## src/ssnd_pkg.sv

```systemverilog
// ssnd_pkg: widths, codes, segment patterns and the decimal constants
// for the seven-segment display core. No dependencies.
`default_nettype none

package ssnd_pkg;

    localparam int VALUE_W = 16;
    localparam int DOT_W   = 3;
    localparam int SEG_W   = 8;
    localparam int SEL_W   = 2;

    typedef logic [SEG_W-1:0] t_seg;

    // opcodes
    localparam logic OP_LOAD = 1'b0;
    localparam logic OP_TICK = 1'b1;

    localparam t_seg SEG_MINUS     = 8'hBF;
    localparam t_seg SEG_BLANK     = 8'hFF;
    localparam t_seg SEG_DOT_CLEAR = 8'h7F;

    // floor(x / 10) == (x * DIV10_MUL) >> DIV10_SHIFT, exact for x <= 32768
    localparam logic [15:0] DIV10_MUL   = 16'd52429;
    localparam int          DIV10_SHIFT = 19;

    function automatic t_seg seg_encode(input logic [3:0] digit);
        t_seg pat;
        begin
            unique case (digit)
                4'd0:    pat = 8'hC0;
                4'd1:    pat = 8'hF9;
                4'd2:    pat = 8'hA4;
                4'd3:    pat = 8'hB0;
                4'd4:    pat = 8'h99;
                4'd5:    pat = 8'h92;
                4'd6:    pat = 8'h82;
                4'd7:    pat = 8'hF8;
                4'd8:    pat = 8'h80;
                4'd9:    pat = 8'h90;
                default: pat = SEG_BLANK;
            endcase
            return pat;
        end
    endfunction

endpackage

`default_nettype wire

```

## src/ssnd_if.sv

```systemverilog
// Handshake channels of the display core: command items in, segment items out.
// Depends on ssnd_pkg.
`default_nettype none

interface ssnd_in_if;
    import ssnd_pkg::*;
    logic                      valid;
    logic                      ready;
    logic                      opcode;
    logic signed [VALUE_W-1:0] value;
    logic [DOT_W-1:0]          dot_position;

    modport source (output valid, output opcode, output value, output dot_position,
                    input ready);
    modport sink   (input valid, input opcode, input value, input dot_position,
                    output ready);
endinterface

interface ssnd_out_if;
    import ssnd_pkg::*;
    logic             valid;
    logic             ready;
    logic [SEG_W-1:0] segments;
    logic [SEL_W-1:0] digit_select;

    modport source (output valid, output segments, output digit_select, input ready);
    modport sink   (input valid, input segments, input digit_select, output ready);
endinterface

`default_nettype wire

```

## src/seven_segment_number_display_core.sv

```systemverilog
// Multiplexed seven-segment display core: decimal conversion into a digit
// store and scan output. Depends on ssnd_pkg and ssnd_if.
//
//  channel  | dir | handshake     | payload
//  ---------+-----+---------------+-----------------------------------
//  i_in     | in  | valid/ready   | opcode, value, dot_position
//  o_out    | out | valid/ready   | segments, digit_select
//  cfg      | in  | i_cfg_wr_en   | i_cfg_wr_data (blank_leading)
//
// A tick item leaves its result in the output register.
// A load item is captured, then converted digit by digit
// through the shared divide-by-ten unit (reciprocal multiply and subtract).
// i_in.ready is low while a conversion runs or the output register is full
// and not being taken. Reset (synchronous) fills the store with minus signs.
`default_nettype none

module seven_segment_number_display_core #(
    parameter int DIGITS = 4
) (
    input  wire logic i_clk,
    input  wire logic i_rst_n,
    ssnd_in_if.sink   i_in,
    ssnd_out_if.source o_out,
    input  wire logic i_cfg_wr_en,
    input  wire logic i_cfg_wr_data
);
    import ssnd_pkg::*;

    localparam int IW = (DIGITS > 1) ? $clog2(DIGITS) : 1;
    localparam logic [IW-1:0] LAST_IDX = IW'(DIGITS - 1);

    localparam logic ST_IDLE = 1'b0;
    localparam logic ST_CONV = 1'b1;

    logic              r_state;
    logic              r_blank;
    t_seg              r_store [DIGITS];
    logic [IW-1:0]     r_scan;
    logic [IW-1:0]     r_digit;
    logic [15:0]       r_mag;
    logic              r_minus;
    logic [DOT_W-1:0]  r_dot;
    logic              r_out_valid;
    t_seg              r_seg;
    logic [SEL_W-1:0]  r_sel;

    logic              accept;
    logic              tick_accept;
    logic [15:0]       in_mag;
    logic [31:0]       prod;
    logic [15:0]       quot;
    logic [15:0]       rem;
    logic              keep;
    t_seg              pat;
    t_seg              pat_dot;

    assign i_in.ready  = (r_state == ST_IDLE) && (!r_out_valid || o_out.ready);
    assign accept      = i_in.valid && i_in.ready;
    assign tick_accept = accept && (i_in.opcode == OP_TICK);

    // magnitude; the most negative value negates onto itself, i.e. 32768
    assign in_mag = i_in.value[VALUE_W-1] ? 16'(~i_in.value + 16'sd1) : 16'(i_in.value);

    // shared divide-by-ten unit
    assign prod = r_mag * DIV10_MUL;
    assign quot = 16'(prod[31:DIV10_SHIFT]);
    assign rem  = r_mag - 16'((quot << 3) + (quot << 1));

    assign keep = !r_blank || (r_mag != 16'd0) || (r_digit == '0)
                  || (4'(r_digit) < 4'(r_dot));

    always_comb begin
        if (keep) begin
            pat = seg_encode(rem[3:0]);
        end else if (r_minus) begin
            pat = SEG_MINUS;
        end else begin
            pat = SEG_BLANK;
        end
        pat_dot = (4'(r_dot) == 4'(r_digit) + 4'd1) ? (pat & SEG_DOT_CLEAR) : pat;
    end

    always_ff @(posedge i_clk) begin
        if (!i_rst_n) begin
            r_state     <= ST_IDLE;
            r_blank     <= 1'b1;
            r_scan      <= '0;
            r_digit     <= '0;
            r_out_valid <= 1'b0;
            for (int k = 0; k < DIGITS; k++) begin
                r_store[k] <= SEG_MINUS;
            end
        end else begin
            if (i_cfg_wr_en) begin
                r_blank <= i_cfg_wr_data;
            end
            if (tick_accept) begin
                r_out_valid <= 1'b1;
            end else if (r_out_valid && o_out.ready) begin
                r_out_valid <= 1'b0;
            end
            unique case (r_state)
                ST_IDLE: begin
                    if (accept) begin
                        if (i_in.opcode == OP_TICK) begin
                            r_seg       <= r_store[r_scan];
                            r_sel       <= SEL_W'(r_scan);
                            r_scan      <= (r_scan == LAST_IDX) ? '0 : r_scan + 1'b1;
                        end else begin
                            r_mag   <= in_mag;
                            r_minus <= i_in.value[VALUE_W-1] && r_blank;
                            r_dot   <= i_in.dot_position;
                            r_digit <= '0;
                            r_state <= ST_CONV;
                        end
                    end
                end
                ST_CONV: begin
                    r_store[r_digit] <= pat_dot;
                    r_mag            <= quot;
                    if (!keep) begin
                        r_minus <= 1'b0;
                    end
                    if (r_digit == LAST_IDX) begin
                        r_state <= ST_IDLE;
                    end else begin
                        r_digit <= r_digit + 1'b1;
                    end
                end
                default: r_state <= ST_IDLE;
            endcase
        end
    end

    assign o_out.valid        = r_out_valid;
    assign o_out.segments     = r_seg;
    assign o_out.digit_select = r_sel;

endmodule

`default_nettype wire
```

## src/flat_wrapper.sv

```systemverilog
// flat-port wrapper written by rule: the top's interface ports become plain ports
module seven_segment_number_display_core_flat import ssnd_pkg::*;
#(
    parameter int DIGITS = 4
)
  (i_clk, i_rst_n, i_cfg_wr_en, i_cfg_wr_data, i_in_valid, i_in_opcode, i_in_value, i_in_dot_position, i_in_ready, o_out_valid, o_out_segments, o_out_digit_select, o_out_ready);
  ssnd_in_if i_in_i ();
  ssnd_out_if o_out_i ();
  input  wire logic i_clk;
  input  wire logic i_rst_n;
  input  wire logic i_cfg_wr_en;
  input  wire logic i_cfg_wr_data;
  input wire logic [$bits(i_in_i.valid)-1:0] i_in_valid;
  input wire logic [$bits(i_in_i.opcode)-1:0] i_in_opcode;
  input wire logic [$bits(i_in_i.value)-1:0] i_in_value;
  input wire logic [$bits(i_in_i.dot_position)-1:0] i_in_dot_position;
  output wire logic [$bits(i_in_i.ready)-1:0] i_in_ready;
  output wire logic [$bits(o_out_i.valid)-1:0] o_out_valid;
  output wire logic [$bits(o_out_i.segments)-1:0] o_out_segments;
  output wire logic [$bits(o_out_i.digit_select)-1:0] o_out_digit_select;
  input wire logic [$bits(o_out_i.ready)-1:0] o_out_ready;
  assign i_in_i.valid = i_in_valid;
  assign i_in_i.opcode = i_in_opcode;
  assign i_in_i.value = i_in_value;
  assign i_in_i.dot_position = i_in_dot_position;
  assign i_in_ready = i_in_i.ready;
  assign o_out_valid = o_out_i.valid;
  assign o_out_segments = o_out_i.segments;
  assign o_out_digit_select = o_out_i.digit_select;
  assign o_out_i.ready = o_out_ready;
  seven_segment_number_display_core #(.DIGITS(DIGITS)) u_core (.i_clk(i_clk), .i_rst_n(i_rst_n), .i_in(i_in_i), .o_out(o_out_i), .i_cfg_wr_en(i_cfg_wr_en), .i_cfg_wr_data(i_cfg_wr_data));
endmodule
```

## config.mk

```make
export PLATFORM = sky130hd
export DESIGN_NAME = seven_segment_number_display_core_flat
export DESIGN_NICKNAME = d
export VERILOG_FILES = /design/src/ssnd_pkg.sv /design/src/ssnd_if.sv /design/src/seven_segment_number_display_core.sv /design/src/flat_wrapper.sv
export SDC_FILE = /design/constraint.sdc
export NUM_CORES = 1
export LEC_CHECK = 0
export ABC_AREA = 1
export ABC_CLOCK_PERIOD_IN_PS = 7400
export BUFFER_PORTS_ARGS = -buffer_cell sky130_fd_sc_hd__buf_2
export CORE_ASPECT_RATIO = 1.2
export CORE_MARGIN = 4
export CORE_UTILIZATION = 47
export CTS_BUF_LIST = sky130_fd_sc_hd__clkbuf_4 sky130_fd_sc_hd__clkbuf_8
export DETAILED_ROUTE_END_ITERATION = 10
export GPL_ROUTABILITY_DRIVEN = 0
export SETUP_SLACK_MARGIN = 0.1
export SLEW_MARGIN = 20
export SYNTH_ARGS = -nofsm -noshare
export SYNTH_HDL_FRONTEND = slang
export SYNTH_SLANG_ARGS = --single-unit
```

## constraint.sdc

```tcl
create_clock -name i_clk -period 7.4 [get_ports i_clk]
set_input_delay 0.74 -clock i_clk [delete_from_list [all_inputs] [get_ports i_clk]]
set_output_delay 0.74 -clock i_clk [all_outputs]
set_load 0.03 [all_outputs]
```

Yosys cells after proc, flatten, opt, wreduce, memory -nomap -nowiden

Memories as Yosys holds them, arrays and structs flattened. A register that Yosys moved wholly into a read port is not among the register bits.
Index checks and enable logic that the tools add are counted.

Word-level logic and storage cells: 79
Bits in writable memories: 32
ROM bits: 112
Register bits: 29
Output and inout bits: 12
Memories: 2
Input port bits: 26

Memory list:

| memory          | depth | width | read ports | clocked after memory_dff | wr ports | RTL line                                | RTL |
|---|---|---|---|---|---|---|---|
| (no name shown) | 16    | 7     | 1          | 0                        | 0        | ssnd_pkg.sv:29                          | `unique case (digit)` |
| u_core.r_store  | 4     | 8     | 1          | 1                        | 4        | seven_segment_number_display_core.sv:37 | `t_seg r_store [DIGITS];` |

$add $sub $neg: 6
Equality and inequality tests: 7
Multiplexer cells: 29
Multipliers: 1
Reductions and logical operators: 21
Bitwise gates (word level): 3
$lt $le $gt $ge: 1

Operator list:

| operator                                             | number |
|---|---|
| 2-to-1 mux 16 bit                                    | 3 |
| multiplier 16 x 16 -> 32 bit (second input constant) | 1 |
| case mux 16 bit (2 select lines)                     | 1 |
| 2-to-1 mux 8 bit                                     | 3 |
| adder 16 x 2 -> 16 bit (second input constant)       | 1 |
| inverter 16 bit                                      | 1 |
| nonzero test 16 bit                                  | 1 |
| 2-to-1 mux 1 bit                                     | 13 |
| AND reduction 4 bit                                  | 3 |
| 2-to-1 mux 2 bit                                     | 5 |
| AND reduction 3 bit                                  | 3 |
| OR reduction 8 bit                                   | 1 |
| 2-to-1 mux 7 bit                                     | 1 |
| != test 2 bit (second input constant)                | 3 |
| logical AND 1 bit                                    | 5 |
| adder 2 x 1 -> 2 bit (second input constant)         | 2 |
| adder 4 bit                                          | 1 |
| == test 2 bit (second input constant)                | 2 |
| == test 3 x 4 -> 1 bit                               | 1 |
| logical OR 1 bit                                     | 4 |
| case mux 1 bit (2 select lines)                      | 2 |
| case mux 2 bit (2 select lines)                      | 1 |
| subtractor 4 bit                                     | 1 |
| adder 2 x 1 -> 3 bit (second input constant)         | 1 |
| 6 further kinds                                      | 8 |

Longest topological paths before layout

Depth after elaboration: 7
Mapped depth: 32
Mapped depth without buffers: 32

Least setup slack after synthesis

OpenSTA, ideal clock, no wires.

Kind: register -> register
Start point: register u_core.r_mag[8]
End point: memory u_core.r_store[0][4] (netlist name) (data pin)
Setup slack: 1.226 ns
Required time: 7.120 ns
Path buffers: 0
Period minus slack after synthesis: 6.174 ns
Arrival time: 5.894 ns
Setup time: 0.280 ns
Stages on the path, launching flop included: 26
Path through: edfxtp_1 -> inv_1 -> ha_1 -> fa_1 -> inv_1 -> fa_1 -> fa_1 -> inv_1 -> fa_1 -> inv_1 -> fa_1 -> inv_1 -> ha_1 -> nand2_1 -> nor2_1 -> inv_1 -> o21ai_0 -> inv_1 -> nand2_1 -> xor2_1 -> ha_1 -> or2_2 -> nand2_1 -> inv_1 -> o21ai_0 -> nand4_1

RTL lines:

| element                | RTL line                                 | RTL |
|---|---|---|
| from (decl)            | seven_segment_number_display_core.sv:40  | `logic [15:0] r_mag;` |
| from (signal assigned) | seven_segment_number_display_core.sv:110 | `r_mag <= in_mag;` |
| from (signal assigned) | seven_segment_number_display_core.sv:120 | `r_mag <= quot;` |
| to (decl)              | seven_segment_number_display_core.sv:37  |  |

==> metrics list <==
- Of the cells placed in the final design, the portion with a size suffix greater than 1 is 0.07828.
- Of the total synthesized cell area, the portion taken by full adders, half adders and majority gates is 0.4136.
- Synthesized-area fraction occupied by ao, oa, aoi and oai cells: 0.08947
- A synthesized cell averages 8.785 um^2.
- Post-detailed-route wirelength per cell: 16.66 um
- The final number of hold-violating endpoints came to 0.
- Broken down by cell family, the worst path's largest delay share belongs to adder cells.
- The smallest clock period supported by the final layout is computed as 6.838 ns.
- Setup total negative slack on the finished layout was measured at 0 ns.
* Insertion delay to the later sink of the worst-skew pair: 0.35 ns
* Floorplan die height: 155.6 um
- After technology mapping, the gate count stands at 971.
- The layout has 1,687 filler cells.
- In this run, post-CTS hold repair placed 0 buffers.
- The number of antenna diodes in the final layout is 0.
* Vias per inst: 5.133
- Critical Path Sink Type: flip-flop
- The final number of max-transition violations was 0.
- Category of the worst setup path launch point: flip-flop
- The root buffer cell chosen for the clock tree is sky130_fd_sc_hd__clkbuf_8.
- The tool flagged a number of max-cap violations equal to 0.
- Distinct cell type count after synthesis: 38
- Data on the critical path is required at its endpoint by 7.51 ns.
* Seq/Total Area, Yosys: 0.2347
- sky130_fd_sc_hd__inv_1 is the most common cell in the netlist.
- Highest Clock Rate: 146.2 MHz
- Iteration count of the initial detailed-routing pass: 5
- Port buffer count: 37
- On the critical path, the stage with the largest delay is an instance of sky130_fd_sc_hd__fa_1.
* GRT overflow: 0
* Number of global-route vias before repair: 6,432
- Setup violations remaining at the end of the flow were counted as 0.
- Core Area: 17,710 um^2
- Area share of the leading cell type in the synthesized netlist: 0.2259
* Delay of the slowest cell on the worst path: 0.58 ns
* Antenna violations before repair: 0
- Top FF cell, synth: sky130_fd_sc_hd__edfxtp_1
- Most frequent CP cell: sky130_fd_sc_hd__inv_1
- Dominant combinational cell family by area after synthesis: adder cells
- Parity-gate share of the synthesized area counting xor and xnor cells: 0.01540
* Worst setup skew after layout: 0.009426 ns
- In the global route stage, overall resource usage came out at 0.2142.
- Die width: 131.0 um
- Worst setup slack for register-to-register paths: 0.56 ns
* Number of core rows: 53
* Deepest level of the CTS H-tree: 3
- Class of the most critical setup path: flip-flop to flip-flop
* Multiplexer share of the synthesized area: 0
- Counting every net in the synthesized netlist gives 1,231.
* Synth top area cells: sky130_fd_sc_hd__ha_1 (23%), sky130_fd_sc_hd__edfxtp_1 (22%), sky130_fd_sc_hd__fa_1 (19%)
- Via total after detailed routing: 6,375
- Final period util: 0.9241
- sky130_fd_sc_hd__ha_1 takes more of the synthesized area than any other cell.
- Slew Limit Headroom: 0.3175
- Sorting the synthesized cells by how often they occur yields sky130_fd_sc_hd__inv_1 (244), sky130_fd_sc_hd__ha_1 (154), sky130_fd_sc_hd__nand2_1 (121).
* Result of the run: finished, final reports clean
* Number of synthesized register bits: 69
* Maximum fanout encountered on the critical timing path: 7
* Number of enable flip-flop cells after synthesis: 62
- Total buffers and inverters traversed by the critical path: 8
* Post-DRT Antenna Nets: 0
- Post-CTS clock slew at the launch and capture registers of the worst setup and hold paths: 0.08 ns
- The tightest min-delay check is of the flip-flop to flip-flop type.
* Layout overhead on the synthesized area: 8.580%
- Unrepaired setup endpoints after global routing: false
- TritonCTS built the clock tree.
* Remaining design rule violation count: 0
- During synthesis, Yosys emitted a total of 0 warnings.
- Basic-gate share of the synthesized area counting and, or, nand and nor cells: 0.1351
- For this run, the share of the core covered by cells in the final layout is 0.5231.
* Initial Utilization: 0.4818
* Post-Syn Area: 8531 um^2
* Post-route insts no fill: 1,242
* Synth async-reset ratio: 0
- Clock tree synthesis inserted a total of 9 buffers.
- Post-detailed-placement half-perimeter wirelength: 17.86 mm
- Entering global routing, the biggest net connects 21 pins.
- Dpl cell area: 8996 um^2
* I/O pin cnt: 38
* Number of design-rule violations left by the first detailed-router iteration: 282
- Clk sinks: 69
* Net total in the final layout: 1,277
- Area of all placed cells without fillers: 9263 um^2
- Final WL: 20.69 mm
- Arrival time of data at the critical path endpoint: 6.95 ns
* Die Footprint: 20,380 um^2
- Transition time at the pin with the least slew margin: 1.018 ns
- Max Buffers Root-to-Sink: 2
* Number of cells after detailed placement: 1,224
- The first global-routing pass estimated 33.29 mm of wire.
[cells in the final DEF (no fill, tap or decap), types with 9 or more instances in the layout]
master	Yosys	final
sky130_fd_sc_hd__inv_1	244	244
sky130_fd_sc_hd__fa_1	80	80
sky130_fd_sc_hd__nor2_1	66	66
sky130_fd_sc_hd__o21ai_0	61	59
sky130_fd_sc_hd__ha_1	154	154
sky130_fd_sc_hd__edfxtp_1	62	62
sky130_fd_sc_hd__nor3_1	13	13
sky130_fd_sc_hd__a21oi_1	54	54
sky130_fd_sc_hd__nand2_1	121	121
sky130_fd_sc_hd__buf_2	0	37
sky130_fd_sc_hd__clkbuf_8	0	9
sky130_fd_sc_hd__nand3_1	22	22
[path summary, 6_finish.rpt]
kind / start / end / cells after the start
worst max-delay path: u_core.r_mag[9] / u_core.r_store[1][6] / 29
worst min-delay path: u_core.o_out.valid / u_core.o_out.valid / 2
worst max register to register: u_core.r_mag[9] / u_core.r_store[1][6] / 29
worst min register to register: u_core.o_out.valid / u_core.o_out.valid / 2
[through the flow]
step	hold WS [ns]	setup slack, ns
floorplan	0.4348	1.226
global placement	0.4734	0.4747
detailed placement	0.4741	0.4480
CTS	0.4886	0.4260
global route	0.5420	0.1238
finish	0.4912	0.5618
[what timing repair did]
| action | 4_1_cts | 5_1_grt |
|---|---|---|
| buffers inserted | 0 | 2 |
| setup endpoints to repair | 0 | 26 |
| gates resized for setup | 0 | 2 |
[cells by family (layout without fill, tap and decap cells)]
family,after synthesis,after routing
adder cells (fa/ha/maj),234,234
AND/OR/NAND/NOR,257,257
buffers and inverters,254,305
flip-flops,69,69
AO/OA/AOI/OAI,142,142
XOR/XNOR,15,15
[metal layers]
layer | GRT usage | routed length [um]
met1 | 0.2632 | 8606
met2 | 0.3693 | 10440
met3 | 0.02808 | 586
met4 | 0.09995 | 1055
met5 | 0 | 0
[final cells by class]
type                    instances  area, um^2  share of cell area
multi-input cells             648        5588              0.6033
flip-flops and latches         69        2002              0.2161
inverters                     246       923.4             0.09969
well taps                     220       275.3             0.02972
repair buffers                 43       230.2             0.02485
clock buffers                  10       131.4             0.01418
clock inverters                 6       112.6             0.01216
[state kept, by name, indices dropped and copies added (netlist names)]
| register | count |
|---|---|
| u_core.r_mag | 16 |
| u_core.r_dot | 3 |
| u_core.r_scan | 2 |
| u_core.o_out.segments | 8 |
| u_core.o_out.valid | 1 |
| u_core.r_minus | 1 |
| u_core.r_store | 32 |
| u_core.r_digit | 2 |
| u_core.r_blank | 1 |
| u_core.o_out.digit_select | 2 |
| u_core.r_state | 1 |
[worst register-to-register path: cells and delay by family, from the launching register on]
family          cells  cell delay, ns
fa+ha+maj           8            3.69
simple gates       11            1.30
buf+inv             8            0.64
flops               1            0.49
compound gates      1            0.25
xor+xnor            1            0.24
Power is left out: the tool's default activity adds up to more than one toggle a clock period on the data nets, which glitch-free logic cannot reach.
